$ cat config.mk
export PLATFORM = sky130hd
export DESIGN_NAME = offtime_mode_selector_top
export DESIGN_NICKNAME = d
export VERILOG_FILES = /design/src/rtl/oms_pkg.sv /design/src/rtl/offtime_mode_selector_top.sv
export SDC_FILE = /design/constraint.sdc
export NUM_CORES = 1
export LEC_CHECK = 0
export BUFFER_PORTS_ARGS = -buffer_cell sky130_fd_sc_hd__buf_2
export CAP_MARGIN = 0
export CORE_UTILIZATION = 30
export CTS_BUF_LIST = sky130_fd_sc_hd__clkbuf_8
export DETAILED_ROUTE_END_ITERATION = 8
export PLACE_DENSITY = 0.46
export SLEW_MARGIN = 20
export SYNTH_ARGS = -nofsm -noshare
export SYNTH_HDL_FRONTEND = slang
export SYNTH_SLANG_ARGS = --single-unit
$ cat constraint.sdc
create_clock -name clk -period 8.48 [get_ports clk]
set_input_delay 1.696 -clock clk [delete_from_list [all_inputs] [get_ports clk]]
set_output_delay 1.696 -clock clk [all_outputs]
set_load 0.02 [all_outputs]
$ cat src/rtl/oms_pkg.sv
// ----------------------------------------------------------------------------
// oms_pkg: shared types and constants for the off-time mode selector
// Level table, hidden mode codes, register indexes and the result record.
// ----------------------------------------------------------------------------
package oms_pkg;

    // Table geometry and how much of it is in use
    localparam int ROM_ROWS     = 8;
    localparam int ROM_COLS     = 8;
    localparam int HID_MAX      = 4;
    localparam int GROUP_COUNT  = 8;
    localparam int GROUP_WIDTH  = 8;
    localparam int HIDDEN_COUNT = 4;

    localparam int ROW_USED = (GROUP_WIDTH < ROM_COLS) ? GROUP_WIDTH : ROM_COLS;
    localparam int HID_USED = (HIDDEN_COUNT < HID_MAX) ? HIDDEN_COUNT : HID_MAX;

    // Special level codes
    localparam logic [7:0] MOON_LEVEL   = 8'd1;
    localparam logic [7:0] CODE_STROBE  = 8'd250;
    localparam logic [7:0] CODE_BATT    = 8'd254;
    localparam logic [7:0] CODE_BEACON  = 8'd251;
    localparam logic [7:0] CODE_TOP     = 8'd8;

    // Fast press count limit before the config menu is entered
    localparam logic [4:0] FAST_LIMIT = 5'h0f;

    // Configuration register indexes
    localparam logic [2:0] REG_MODE_GROUP    = 3'd0;
    localparam logic [2:0] REG_MOON_ENABLE   = 3'd1;
    localparam logic [2:0] REG_REVERSE_ORDER = 3'd2;
    localparam logic [2:0] REG_MODE_MEMORY   = 3'd3;
    localparam logic [2:0] REG_MEDIUM_ENABLE = 3'd4;
    localparam logic [2:0] REG_SHORT_THRESH  = 3'd5;
    localparam logic [2:0] REG_MEDIUM_THRESH = 3'd6;

    // Press classes
    localparam logic [1:0] PRESS_SHORT   = 2'd0;
    localparam logic [1:0] PRESS_MEDIUM  = 2'd1;
    localparam logic [1:0] PRESS_LONG    = 2'd2;
    localparam logic [1:0] PRESS_SETTLED = 2'd3;

    // Request types
    localparam logic REQ_POWER_UP = 1'b0;
    localparam logic REQ_SETTLED  = 1'b1;

    // Level table, one row per mode group, zero ends a row
    localparam logic [7:0] LEVEL_ROM [0:ROM_ROWS-1][0:ROM_COLS-1] = '{
        '{8'd1, 8'd2, 8'd3, 8'd4, 8'd5, 8'd6, 8'd7, 8'd8},
        '{8'd1, 8'd2, 8'd4, 8'd5, 8'd6, 8'd8, 8'd0, 8'd0},
        '{8'd1, 8'd3, 8'd4, 8'd5, 8'd6, 8'd7, 8'd8, 8'd0},
        '{8'd1, 8'd4, 8'd5, 8'd6, 8'd8, 8'd0, 8'd0, 8'd0},
        '{8'd1, 8'd2, 8'd4, 8'd8, 8'd0, 8'd0, 8'd0, 8'd0},
        '{8'd1, 8'd5, 8'd8, 8'd0, 8'd0, 8'd0, 8'd0, 8'd0},
        '{8'd3, 8'd4, 8'd5, 8'd6, 8'd7, 8'd8, 8'd0, 8'd0},
        '{8'd3, 8'd4, 8'd6, 8'd8, 8'd1, 8'd0, 8'd0, 8'd0}
    };

    localparam logic [7:0] HIDDEN_CODES [0:HID_MAX-1] = '{
        CODE_STROBE, CODE_BATT, CODE_BEACON, CODE_TOP
    };

    // One result record
    typedef struct packed {
        logic [3:0] mode_index;
        logic [7:0] level_code;
        logic       is_hidden;
        logic [1:0] press_class;
        logic       enter_config;
    } result_t;

endpackage

$ cat src/rtl/offtime_mode_selector_top.sv
// ----------------------------------------------------------------------------
// offtime_mode_selector_top: off-time press classifier and mode stepper
// Classes each power-up by its off-time reading, steps the mode index through
// the list built from the selected group, and reports the picked level.
// ----------------------------------------------------------------------------
//  channel  | direction | handshake           | payload
//  ---------+-----------+---------------------+-------------------------------
//  in       | input     | in_valid / in_stall | req_type, offtime_reading
//  out      | output    | out_valid/out_stall | mode_index, level_code,
//           |           |                     | is_hidden, press_class,
//           |           |                     | enter_config
//  cfg      | input     | cfg_valid/cfg_ready | cfg_index, cfg_data
//
//  One transaction per cycle while in_stall is low; each result is registered.
//  The list build and index step are one combinational pass into the result
//  register; state is updated at the same edge.
//  A two-entry output (result register plus skid register) lets input flow on
//  while one result is stalled; in_stall rises only once both are full.
//  rst_n clears the state and the valid flags and sets the config registers to their defaults.
// ----------------------------------------------------------------------------
module offtime_mode_selector_top
(
    input  logic       clk,
    input  logic       rst_n,

    input  logic       in_valid,
    output logic       in_stall,
    input  logic       req_type,
    input  logic [7:0] offtime_reading,

    output logic       out_valid,
    input  logic       out_stall,
    output logic [3:0] mode_index,
    output logic [7:0] level_code,
    output logic       is_hidden,
    output logic [1:0] press_class,
    output logic       enter_config,

    input  logic       cfg_valid,
    output logic       cfg_ready,
    input  logic [2:0] cfg_index,
    input  logic [7:0] cfg_data
);

    // Configuration registers
    logic [2:0] mode_group_reg;
    logic       moon_enable_reg;
    logic       reverse_order_reg;
    logic       mode_memory_reg;
    logic       medium_enable_reg;
    logic [7:0] short_thresh_reg;
    logic [7:0] medium_thresh_reg;

    // Selector state
    logic [3:0] current_index_reg, current_index_next;
    logic [4:0] fast_count_reg, fast_count_next;

    // Output side
    oms_pkg::result_t out_reg, skid_reg, result_next;
    logic             out_valid_reg, skid_valid_reg;

    logic       in_accept;
    logic       out_take;
    logic       row_ok;
    logic [3:0] nreg;
    logic [3:0] nhid;
    logic [3:0] list_reg;
    logic [3:0] list_len;
    logic [3:0] fwd_index;
    logic [3:0] back_index;
    logic [3:0] step_index;
    logic [4:0] count_step;
    logic [1:0] cls;
    logic       cfg_hit;
    logic [3:0] col;
    logic [3:0] hid_pos;
    logic [7:0] level;

    assign cfg_ready = 1'b1;
    assign in_stall  = skid_valid_reg;
    assign in_accept = in_valid & ~skid_valid_reg;
    assign out_take  = out_valid_reg & ~out_stall;

    // Configuration writes
    always_ff @(posedge clk or negedge rst_n)
    begin
        if (!rst_n)
        begin
            mode_group_reg    <= '0;
            moon_enable_reg   <= 1'b0;
            reverse_order_reg <= 1'b0;
            mode_memory_reg   <= 1'b0;
            medium_enable_reg <= 1'b1;
            short_thresh_reg  <= 8'd190;
            medium_thresh_reg <= 8'd94;
        end
        else if (cfg_valid && cfg_ready)
        begin
            case (cfg_index)
                oms_pkg::REG_MODE_GROUP:    mode_group_reg    <= cfg_data[2:0];
                oms_pkg::REG_MOON_ENABLE:   moon_enable_reg   <= cfg_data[0];
                oms_pkg::REG_REVERSE_ORDER: reverse_order_reg <= cfg_data[0];
                oms_pkg::REG_MODE_MEMORY:   mode_memory_reg   <= cfg_data[0];
                oms_pkg::REG_MEDIUM_ENABLE: medium_enable_reg <= cfg_data[0];
                oms_pkg::REG_SHORT_THRESH:  short_thresh_reg  <= cfg_data;
                oms_pkg::REG_MEDIUM_THRESH: medium_thresh_reg <= cfg_data;
                default: ;
            endcase
        end
    end

    // List shape: regular count is the run of nonzero levels in the row
    always_comb
    begin
        row_ok = (int'(mode_group_reg) < oms_pkg::GROUP_COUNT)
              && (int'(mode_group_reg) < oms_pkg::ROM_ROWS);
        nreg = 4'(oms_pkg::ROW_USED);
        for (int i = oms_pkg::ROM_COLS - 1; i >= 0; i--)
        begin
            if (i < oms_pkg::ROW_USED
                && oms_pkg::LEVEL_ROM[mode_group_reg][i] == 8'd0)
            begin
                nreg = 4'(i);
            end
        end
        if (!row_ok)
        begin
            nreg = 4'd0;
        end
        nhid = 4'(oms_pkg::HID_USED);
        if (reverse_order_reg && nhid != 4'd0)
        begin
            nhid = nhid - 4'd1;
        end
        list_reg = nreg + {3'b000, moon_enable_reg};
        list_len = list_reg + nhid;
    end

    // Press class, index step and fast press count
    always_comb
    begin
        fwd_index = current_index_reg + 4'd1;
        if (fwd_index >= list_reg)
        begin
            fwd_index = 4'd0;
        end

        if (current_index_reg == list_reg)
            back_index = 4'd0;
        else if (current_index_reg != 4'd0)
            back_index = current_index_reg - 4'd1;
        else if (list_len == 4'd0)
            back_index = 4'd0;
        else
            back_index = list_len - 4'd1;

        count_step = fast_count_reg + 5'd1;
        step_index = current_index_reg;
        fast_count_next = 5'd0;

        if (req_type == oms_pkg::REQ_SETTLED)
        begin
            cls = oms_pkg::PRESS_SETTLED;
        end
        else if (offtime_reading > short_thresh_reg)
        begin
            cls = oms_pkg::PRESS_SHORT;
            fast_count_next = count_step;
            step_index = fwd_index;
        end
        else if (offtime_reading > medium_thresh_reg)
        begin
            cls = oms_pkg::PRESS_MEDIUM;
            step_index = medium_enable_reg ? back_index : fwd_index;
        end
        else
        begin
            cls = oms_pkg::PRESS_LONG;
            if (!mode_memory_reg)
            begin
                step_index = 4'd0;
            end
        end

        // Too many fast presses: enter config, start over
        cfg_hit = fast_count_next > oms_pkg::FAST_LIMIT;
        current_index_next = step_index;
        if (cfg_hit)
        begin
            fast_count_next    = 5'd0;
            current_index_next = 4'd0;
        end
    end

    // Level lookup at the new index
    always_comb
    begin
        level   = 8'd0;
        hid_pos = current_index_next - list_reg;
        if (reverse_order_reg)
            col = nreg - 4'd1 - current_index_next;
        else
            col = current_index_next - {3'b000, moon_enable_reg};

        if (current_index_next < list_reg)
        begin
            if (reverse_order_reg && current_index_next == nreg)
                level = oms_pkg::MOON_LEVEL;
            else if (!reverse_order_reg && moon_enable_reg && current_index_next == 4'd0)
                level = oms_pkg::MOON_LEVEL;
            else
                level = oms_pkg::LEVEL_ROM[mode_group_reg][col[2:0]];
        end
        else if (current_index_next < list_len)
        begin
            level = oms_pkg::HIDDEN_CODES[hid_pos[1:0]];
        end

        result_next.mode_index   = current_index_next;
        result_next.level_code   = level;
        result_next.is_hidden    = current_index_next >= list_reg;
        result_next.press_class  = cls;
        result_next.enter_config = cfg_hit;
    end

    // Selector state update on each accepted transaction
    always_ff @(posedge clk or negedge rst_n)
    begin
        if (!rst_n)
        begin
            current_index_reg <= '0;
            fast_count_reg    <= '0;
        end
        else if (in_accept)
        begin
            current_index_reg <= current_index_next;
            fast_count_reg    <= fast_count_next;
        end
    end

    // Output register with skid stage
    always_ff @(posedge clk or negedge rst_n)
    begin
        if (!rst_n)
        begin
            out_valid_reg  <= 1'b0;
            skid_valid_reg <= 1'b0;
        end
        else if (in_accept)
        begin
            if (!out_valid_reg || out_take)
                out_valid_reg <= 1'b1;
            else
                skid_valid_reg <= 1'b1;
        end
        else if (out_take)
        begin
            if (skid_valid_reg)
                skid_valid_reg <= 1'b0;
            else
                out_valid_reg <= 1'b0;
        end
    end

    always_ff @(posedge clk)
    begin
        if (in_accept)
        begin
            if (!out_valid_reg || out_take)
                out_reg <= result_next;
            else
                skid_reg <= result_next;
        end
        else if (out_take && skid_valid_reg)
        begin
            out_reg <= skid_reg;
        end
    end

    assign out_valid    = out_valid_reg;
    assign mode_index   = out_reg.mode_index;
    assign level_code   = out_reg.level_code;
    assign is_hidden    = out_reg.is_hidden;
    assign press_class  = out_reg.press_class;
    assign enter_config = out_reg.enter_config;

`ifndef NO_ASSERTIONS
    // Skid holds data only behind a held result
    a_skid_behind_out: assert property (@(posedge clk) disable iff (!rst_n)
        skid_valid_reg |-> out_valid_reg)
        else $error("skid register valid without output register");

    // Fast press count is cleared once it passes the limit
    a_count_bound: assert property (@(posedge clk) disable iff (!rst_n)
        fast_count_reg <= oms_pkg::FAST_LIMIT)
        else $error("fast press count above limit");

    // Config entry always lands on the first mode
    a_cfg_index_zero: assert property (@(posedge clk) disable iff (!rst_n)
        out_valid_reg && out_reg.enter_config |-> out_reg.mode_index == 4'd0)
        else $error("config entry with nonzero mode index");

    // A settled event clears the press count
    a_settled_clears: assert property (@(posedge clk) disable iff (!rst_n)
        in_accept && req_type == oms_pkg::REQ_SETTLED |=> fast_count_reg == 5'd0)
        else $error("settled event did not clear press count");

    // Only an index past the list reads as level zero
    a_zero_is_hidden: assert property (@(posedge clk) disable iff (!rst_n)
        out_valid_reg && out_reg.level_code == 8'd0 |-> out_reg.is_hidden)
        else $error("level zero reported for a regular mode");
`endif

endmodule
==> metrics.cfg, run 1 <==
[timing]
hold_violations=0
worst_slack_ps=1130
fin_skew_ps=17.3
finalCritPeriodShare_pct=86.6
fin_tns_setup_ps=0
rsz0062_at_grt=false
setup_viol_count_final=0
tightest_slew_ps=904
timing.fmax_mhz=136
finalMaxSlewViolations=0
slew_headroom_pct=38.0
period_minus_slack_ps=7350

[logic_synthesis]
ys.flop_type=edfxtp_1
seq_area_frac_synth_pct=34.7
syn_area_um2=4740
synthCells=512
synthTopCellsByArea=edfxtp_1, ha_1, dfrtp_1
ys_types=75
yosys.area.top_type=edfxtp_1
syn_nets=587
synth_area_per_cell_um2=9.26
synth_top_cell_area_share_pct=16.5
ys_async_sr_fraction_pct=56.7
ys_warn_count=0
synth_edf_count=26
ys_ff_latch=60

[setup_path]
worstPathRequired_ps=8700
cp-start-kind=register
end_kind=register
r2r-start=mode_group_reg[1]$_DFFE_PN0P_
criticalPathCategory=register to register
timing.reg2reg.setup_slack_ps=1130
r2r_cells=25
worstPathArrival_ps=7570
critPathMaxStageDelay_ps=720
cp_top_family=compound AO/OA/AOI/OAI gates
critical_path_buf_inv_count=3
timing.rr.end=level_code[1]$_DFFE_PP_
slowest_stage=a2111oi_0
crit_fanout=12

[power]
leakagePower_nw=2.31
peakVddDrop_mv=0.128
power_density_nw_per_um2=413

[finish]
multi_input_area_um2=2840
nFillCells=1616
layout_common_cells=nand2_1, ha_1, inv_1
ff_latch_area_um2=1650
final_common_cell=nand2_1
drive_gt1_share_pct=20.4
fin_nets=624
largest_register_ff_count=13
area.growth.synth_to_final_pct=13.4
utilization_pct=35.1
n_antenna_cell=0

[clock_tree]
cts.sinks=60
cts_setup_buffers=0
clock_latency_ps=360
clock-root-buffer=clkbuf_8
cts_tree=yes
cts_buffers=9
cts_buffer_depth=2
path_clk_slew_ps=80
cts_hold_buf=0
h-tree-depth=3
cts_resized=0

[place]
dpl_worst_slack_ps=1220
hpwl_um=9400
place.gp.congestion=0.828
numPortBuffers=42

[route]
routed_wl_um=12300
ant_nets=0
drc_errors=0
drt-pass1-iter-count=4
dr.first_iter.drc_count=230
viasPerCell=5.08
wl_per_cell_um=16.1
vias=3886

[floorplanning]
die_w_um=128
ioPinCount=44
num_rows=45
fp.dieH_um=128
die_area_um2=16300
start_util_pct=31.0
fp.coreArea_um2=15300

[min_path]
min_path_type=register to register
holdPathStages=1
hold_end=fast_count_reg[3]$_DFFE_PN0P_
hold_start=fast_count_reg[3]$_DFFE_PN0P_

[grt]
grt_max_degree=35
globalRouteOverflowTotal=0
grt_pass1_vias=3856
antenna_found_initial=0
grt_pass1_wl_um=20300
grt_usage_pct=16.2

[flow_run]
max_cap_viol_count=0

[status]
outcome=completed

stage by stage:
step                hold WS, ps  total power, mW  area, um2  cells
floorplan                   446             1.57       4740    512
global placement            471             1.91       5150    749
detailed placement          480             1.92       5150    749
CTS                         493             2.23       5380    765
global route                504             2.44       5380    765
finish                      487             2.22       5380    765
final cells by class:
type | instances | share of cell area, %
multi-input combinational | 387 | 52.7
clock buffer | 11 | 2.82
inverter | 47 | 3.28
timing repair buffer | 44 | 4.19
sequential | 60 | 30.6
clock inverter | 5 | 1.42
tap | 211 | 4.91
power by group:
part	switching, mW	internal [mW]
Sequential	0.0795	0.439
Clock	0.118	0.180
Combinational	0.855	0.547
Total	1.05	1.17
cell families (layout without fill, tap and decap cells):
kind of cell	Yosys count	in the layout	synth area share, %
compound gates	134	134	19.2
xor+xnor	12	12	3.06
fa+ha+maj	50	50	13.7
buf+inv	65	107	5.46
flops	60	60	34.7
mux	29	29	6.76
other cells	1	1	0.0791
simple gates	161	161	17.0
cell usage after synthesis, types with 4 or more instances:
cell type and n:
nor3_1 9, a21oi_1 28, mux2_2 24, xnor2_1 8, a31o_2 4, mux2i_1 5
nand3_1 15, nor2b_1 4, or2_1 4, ha_1 47, nand2_1 53, buf_4 4
and3_1 4, edfxtp_1 26, dfstp_2 12, o21a_1 7, dfrtp_1 22, clkbuf_1 12
nand2b_1 7, o211ai_1 8, a31oi_1 15, o21ai_0 28, nor2_1 34, nand4_1 8
inv_1 44
layer usage:
metal | up-vias | global-route usage (%) | wire [um]
met5 | - | 0 | 0
met1 | 1851 | 21.7 | 6080
met2 | 93 | 25.7 | 5540
met4 | 0 | 4.84 | 87
met3 | 6 | 4.05 | 615
li1 | 1936 | - | -
worst max-delay path by stage:
stage               slack [ps]  cells after the start                 endpoint                          start
floorplan                 2450                     26  level_code[0]$_DFFE_PP_  mode_group_reg[2]$_DFFE_PN0P_
global placement          1270                     25  level_code[1]$_DFFE_PP_  mode_group_reg[1]$_DFFE_PN0P_
detailed placement        1220                     25  level_code[1]$_DFFE_PP_  mode_group_reg[1]$_DFFE_PN0P_
CTS                       1220                     25  level_code[1]$_DFFE_PP_  mode_group_reg[1]$_DFFE_PN0P_
global route               600                     25  level_code[1]$_DFFE_PP_  mode_group_reg[1]$_DFFE_PN0P_
finish                    1130                     25  level_code[1]$_DFFE_PP_  mode_group_reg[1]$_DFFE_PN0P_
Power figures use the tool's default switching activity.
==> run 2: changes to the inputs <==
--- a/config.mk
+++ b/config.mk
@@ -10,7 +10,7 @@
 export CORE_UTILIZATION = 30
 export CTS_BUF_LIST = sky130_fd_sc_hd__clkbuf_8
 export DETAILED_ROUTE_END_ITERATION = 8
-export PLACE_DENSITY = 0.46
+export PLACE_DENSITY = 0.5
 export SLEW_MARGIN = 20
 export SYNTH_ARGS = -nofsm -noshare
 export SYNTH_HDL_FRONTEND = slang
==> run 2 against run 1 <==
  * Global-route usage is 0.35 points lower
  * Fmax up 1.1%
  * Critical endpoint unchanged
  * First-iteration DRC count fell by 2.2%
  * Non-clock buffer count did not move
  * Combinational power barely moved
  * Via count rose by 0.90%
  * Register-to-register slack gained 80 ps
  * Critical path type unchanged
  * Final cell count unchanged
  * Clock skew is 1.0 ps lower
  * Utilization fell by 0.065 points
==> metrics.cfg, run 2 (synthesis results as in run 1) <==
[status]
outcome=completed

[power]
leakagePower_nw=2.30
combPwrFrac_pct=63.3
p_sw_mw=1.05
peakVddDrop_mv=0.138
power_frac_clock_pct=13.3
power_density_nw_per_um2=413
power_frac_seq_pct=23.4
sw_frac_of_total_pct=47.6
p_int_mw=1.16

[finish]
drive_gt1_share_pct=20.2
final_common_cell=nand2_1
area.growth.synth_to_final_pct=13.2
fin_nets=624
utilization_pct=35.0
layout_common_cells=nand2_1, ha_1, inv_1
n_antenna_cell=0
largest_register_ff_count=13

[clock_tree]
clock_latency_ps=370
clock-root-buffer=clkbuf_8
cts_tree=yes
h-tree-depth=3
cts.sinks=60
cts_resized=0
path_clk_slew_ps=80
cts_hold_buf=0
cts_buffer_depth=2
cts_buffers=9
cts_setup_buffers=0

[timing]
rsz0062_at_grt=false
finalMaxSlewViolations=0
tightest_slew_ps=963
timing.fmax_mhz=138
slew_headroom_pct=34.0
period_minus_slack_ps=7270
finalCritPeriodShare_pct=85.7
hold_violations=0
fin_skew_ps=16.2
fin_tns_setup_ps=0
setup_viol_count_final=0

[route]
vias=3921
drt-pass1-iter-count=4
wl_per_cell_um=15.7
routed_wl_um=12000
dr.first_iter.drc_count=225
viasPerCell=5.13
drc_errors=0
ant_nets=0

[floorplanning]
num_rows=45
die_w_um=128
fp.dieH_um=128
ioPinCount=44
fp.coreArea_um2=15300
die_area_um2=16300
start_util_pct=31.0

[flow_run]
max_cap_viol_count=0

[min_path]
min_path_type=register to register

[place]
numPortBuffers=42
place.gp.congestion=0.875
hpwl_um=9220

[setup_path]
worstPathRequired_ps=8700
criticalPathCategory=register to register
timing.reg2reg.setup_slack_ps=1210
worstPathArrival_ps=7490
crit_fanout=12
cp-start-kind=register
end_kind=register

[grt]
grt_pass1_vias=3748
globalRouteOverflowTotal=0
grt_pass1_wl_um=19900
grt_max_degree=35
antenna_found_initial=0
grt_usage_pct=15.8

==> run 2: cell count changes in the layout (fill, tap and decap cells not counted), sizes merged <==
cell,before,now
clkbuf,11,10
clkinv,4,5
==> run 2: layer usage <==
| layer | part of all wire (%) | up-vias | global-route usage [%] |
|---|---|---|---|
| met5 | 0 | - | 0 |
| met4 | 1.7 | 0 | 6.09 |
| met3 | 4.8 | 17 | 3.42 |
| met2 | 44 | 89 | 24.5 |
| met1 | 49 | 1874 | 21.5 |
| li1 | - | 1941 | - |
==> run 2: final timing paths <==
path | startpoint | cells after the start | end
max | mode_group_reg[1]$_DFFE_PN0P_ | 25 | level_code[1]$_DFFE_PP_
min | fast_count_reg[4]$_DFFE_PN0P_ | 1 | fast_count_reg[4]$_DFFE_PN0P_
max reg2reg | mode_group_reg[1]$_DFFE_PN0P_ | 25 | level_code[1]$_DFFE_PP_
min reg2reg | fast_count_reg[4]$_DFFE_PN0P_ | 1 | fast_count_reg[4]$_DFFE_PN0P_
max in group asynchronous | rst_n | 1 | medium_thresh_reg[0]$_DFFE_PN0P_
min in group asynchronous | rst_n | 1 | mode_memory_reg$_DFFE_PN0P_
==> run 2: power groups by stage <==
stage / clock, mW / combinational (mW) / sequential [mW]
after floorplan: 0 / 1.04 / 0.530
after global placement: 0 / 1.38 / 0.524
after detailed placement: 0 / 1.39 / 0.523
after CTS: 0.303 / 1.40 / 0.518
after global routing: 0.312 / 1.58 / 0.533
final: 0.293 / 1.40 / 0.519
==> run 2: per-stage QoR <==
stage	instances	power, mW	cell area [um2]	setup WS (ps)	hold slack (ps)
global route	765	2.42	5370	592	507
detailed placement	749	1.92	5150	1210	486
floorplan	512	1.57	4740	2450	446
finish	765	2.21	5370	1210	505
CTS	765	2.22	5370	1160	502
global placement	749	1.91	5150	1420	471
==> run 2: cell type report <==
type / instances / area (um2)
Fill cell: 1600 / 9950
Multi-Input combinational cell: 387 / 2840
Sequential cell: 60 / 1650
Tap cell: 211 / 264
Timing Repair Buffer: 44 / 225
Inverter: 47 / 176
Clock buffer: 10 / 138
Clock inverter: 6 / 80.1
==> run 2: worst max-delay path: stages (launching register included) <==
cell and delay [ps]:
dfrtp_1 540, inv_1 210, ha_1 300, nor4b_2 270
a31o_1 200, a21oi_2 90, a21oi_1 330, xor2_1 410
inv_1 130, ha_1 280, a2111oi_0 720, o21bai_1 260
o311a_1 350, o31ai_1 450, a31oi_4 110, ha_1 220
inv_1 70, fa_1 430, mux2i_1 730, nand2_1 110
a21oi_1 150, a31oi_1 50, o21ai_0 210, mux2_2 200
nand3_1 100, a31oi_1 200
==> run 3: changes to the inputs <==
--- a/config.mk
+++ b/config.mk
@@ -11,6 +11,7 @@
 export CTS_BUF_LIST = sky130_fd_sc_hd__clkbuf_8
 export DETAILED_ROUTE_END_ITERATION = 8
 export PLACE_DENSITY = 0.5
+export RECOVER_POWER = 25
 export SLEW_MARGIN = 20
 export SYNTH_ARGS = -nofsm -noshare
 export SYNTH_HDL_FRONTEND = slang
==> run 3 against run 2 <==
  * The run now ends with max-capacitance violations, max-slew violations left
  * Setup slack worse by 3.3 ps
  * Sequential share of layout area about the same
  * Combinational power is essentially flat
  * Cell area about the same
  * Worst hold slack stayed put
  * Die area unchanged
  * Sequential cell count unchanged
  * Fmax about the same
==> metrics.cfg, run 3 (synthesis results as in run 1) <==
[status]
outcome=complete, but fails checks
violations=max-capacitance violations, max-slew violations

[power]
combPwrFrac_pct=63.3
p_int_mw=1.16
peakVddDrop_mv=0.138
leakagePower_nw=2.30
power_frac_clock_pct=13.3
p_sw_mw=1.05
power_frac_seq_pct=23.4
sw_frac_of_total_pct=47.6
power_density_nw_per_um2=413

[place]
dpl_worst_slack_ps=1210
hpwl_um=9220
dp.cells=749
numPortBuffers=42
place_area_um2=5150
place.gp.congestion=0.875

[finish]
n_antenna_cell=0
layout_common_cells=nand2_1, ha_1, inv_1
area.growth.synth_to_final_pct=13.1
final_common_cell=nand2_1
largest_register_ff_count=13
drive_gt1_share_pct=19.9
utilization_pct=35.0
fin_nets=624
fin_area_um2=5360
final_cells=765

[route]
drc_errors=0
routed_wl_um=12000
dr.first_iter.drc_count=225
viasPerCell=5.13
vias=3921
ant_nets=0
wl_per_cell_um=15.7
drt-pass1-iter-count=4

[grt]
antenna_found_initial=0
grt_pass1_wl_um=19900
grt_usage_pct=15.8
globalRouteOverflowTotal=0
grt_max_degree=35
grt_pass1_vias=3748

[clock_tree]
clock-root-buffer=clkbuf_8
cts_tree=yes
cts.sinks=60
h-tree-depth=3
cts_resized=0
clock_latency_ps=370
cts_setup_buffers=0
cts_buffer_depth=2
cts_buffers=9
cts_hold_buf=0
path_clk_slew_ps=80

[setup_path]
worstPathArrival_ps=7490
worstPathRequired_ps=8700
cp-start-kind=register
end_kind=register
criticalPathCategory=register to register
crit_fanout=12

[flow_run]
max_cap_viol_count=1

[timing]
timing.fmax_mhz=138
rsz0062_at_grt=false
finalCritPeriodShare_pct=85.7
finalMaxSlewViolations=35
setup_viol_count_final=0
tightest_slew_ps=1910
slew_headroom_pct=-27.6
period_minus_slack_ps=7270
worst_slack_ps=1210
fin_skew_ps=16.2
hold_violations=0
fin_tns_setup_ps=0

[floorplanning]
die_area_um2=16300
die_w_um=128
start_util_pct=31.0
num_rows=45
fp.coreArea_um2=15300
fp.dieH_um=128
ioPinCount=44

[min_path]
min_path_type=register to register

run 3: layout make-up:
cell class | count | area (um2)
timing repair buffer | 44 | 223
fill | 1600 | 9950
inverter | 47 | 176
clock buffer | 10 | 138
tap | 211 | 264
multi-input combinational | 387 | 2840
sequential | 60 | 1650
clock inverter | 6 | 80.1
run 3: worst max-delay path, cell delays in order, from the launching register on:
cell,delay (ps)
dfrtp_1,540
inv_1,210
ha_1,300
nor4b_2,270
a31o_1,200
a21oi_2,90
a21oi_1,330
xor2_1,410
inv_1,130
ha_1,280
a2111oi_0,720
o21bai_1,260
o311a_1,350
o31ai_1,450
a31oi_4,110
ha_1,220
inv_1,70
fa_1,430
mux2i_1,730
nand2_1,110
a21oi_1,150
a31oi_1,50
o21ai_0,210
mux2_2,200
nand3_1,100
a31oi_1,200
run 3: metrics by stage:
| stage | total power [mW] | hold slack, ps |
|---|---|---|
| global route | 2.42 | 507 |
| global placement | 1.91 | 471 |
| detailed placement | 1.92 | 486 |
| finish | 2.21 | 505 |
| floorplan | 1.57 | 446 |
| CTS | 2.22 | 502 |
run 3: per-layer routing:
metal  global-route usage [%]  share of wire (%)  up-vias
met3                     3.42                4.8       17
li1                         -                  -     1942
met1                     21.5                 49     1873
met2                     24.5                 44       89
met5                        0                  0        -
met4                     6.09                1.7        0
run 3: path summary, 6_finish.rpt:
check	slack, ps	cells after the start	endpoint	start
hold / removal	500	1	fast_count_reg[4]$_DFFE_PN0P_	fast_count_reg[4]$_DFFE_PN0P_
min in group asynchronous	1860	1	mode_memory_reg$_DFFE_PN0P_	rst_n
setup / recovery	1210	25	level_code[1]$_DFFE_PP_	mode_group_reg[1]$_DFFE_PN0P_
hold reg to reg	500	1	fast_count_reg[4]$_DFFE_PN0P_	fast_count_reg[4]$_DFFE_PN0P_
setup reg to reg	1210	25	level_code[1]$_DFFE_PP_	mode_group_reg[1]$_DFFE_PN0P_
max in group asynchronous	5520	1	medium_thresh_reg[0]$_DFFE_PN0P_	rst_n
run 3: power groups by stage:
stage	sequential [mW]	clock [mW]	combinational (mW)
floorplan	0.530	0	1.04
global route	0.533	0.312	1.58
detailed placement	0.523	0	1.39
finish	0.519	0.293	1.40
CTS	0.518	0.303	1.40
global placement	0.524	0	1.38
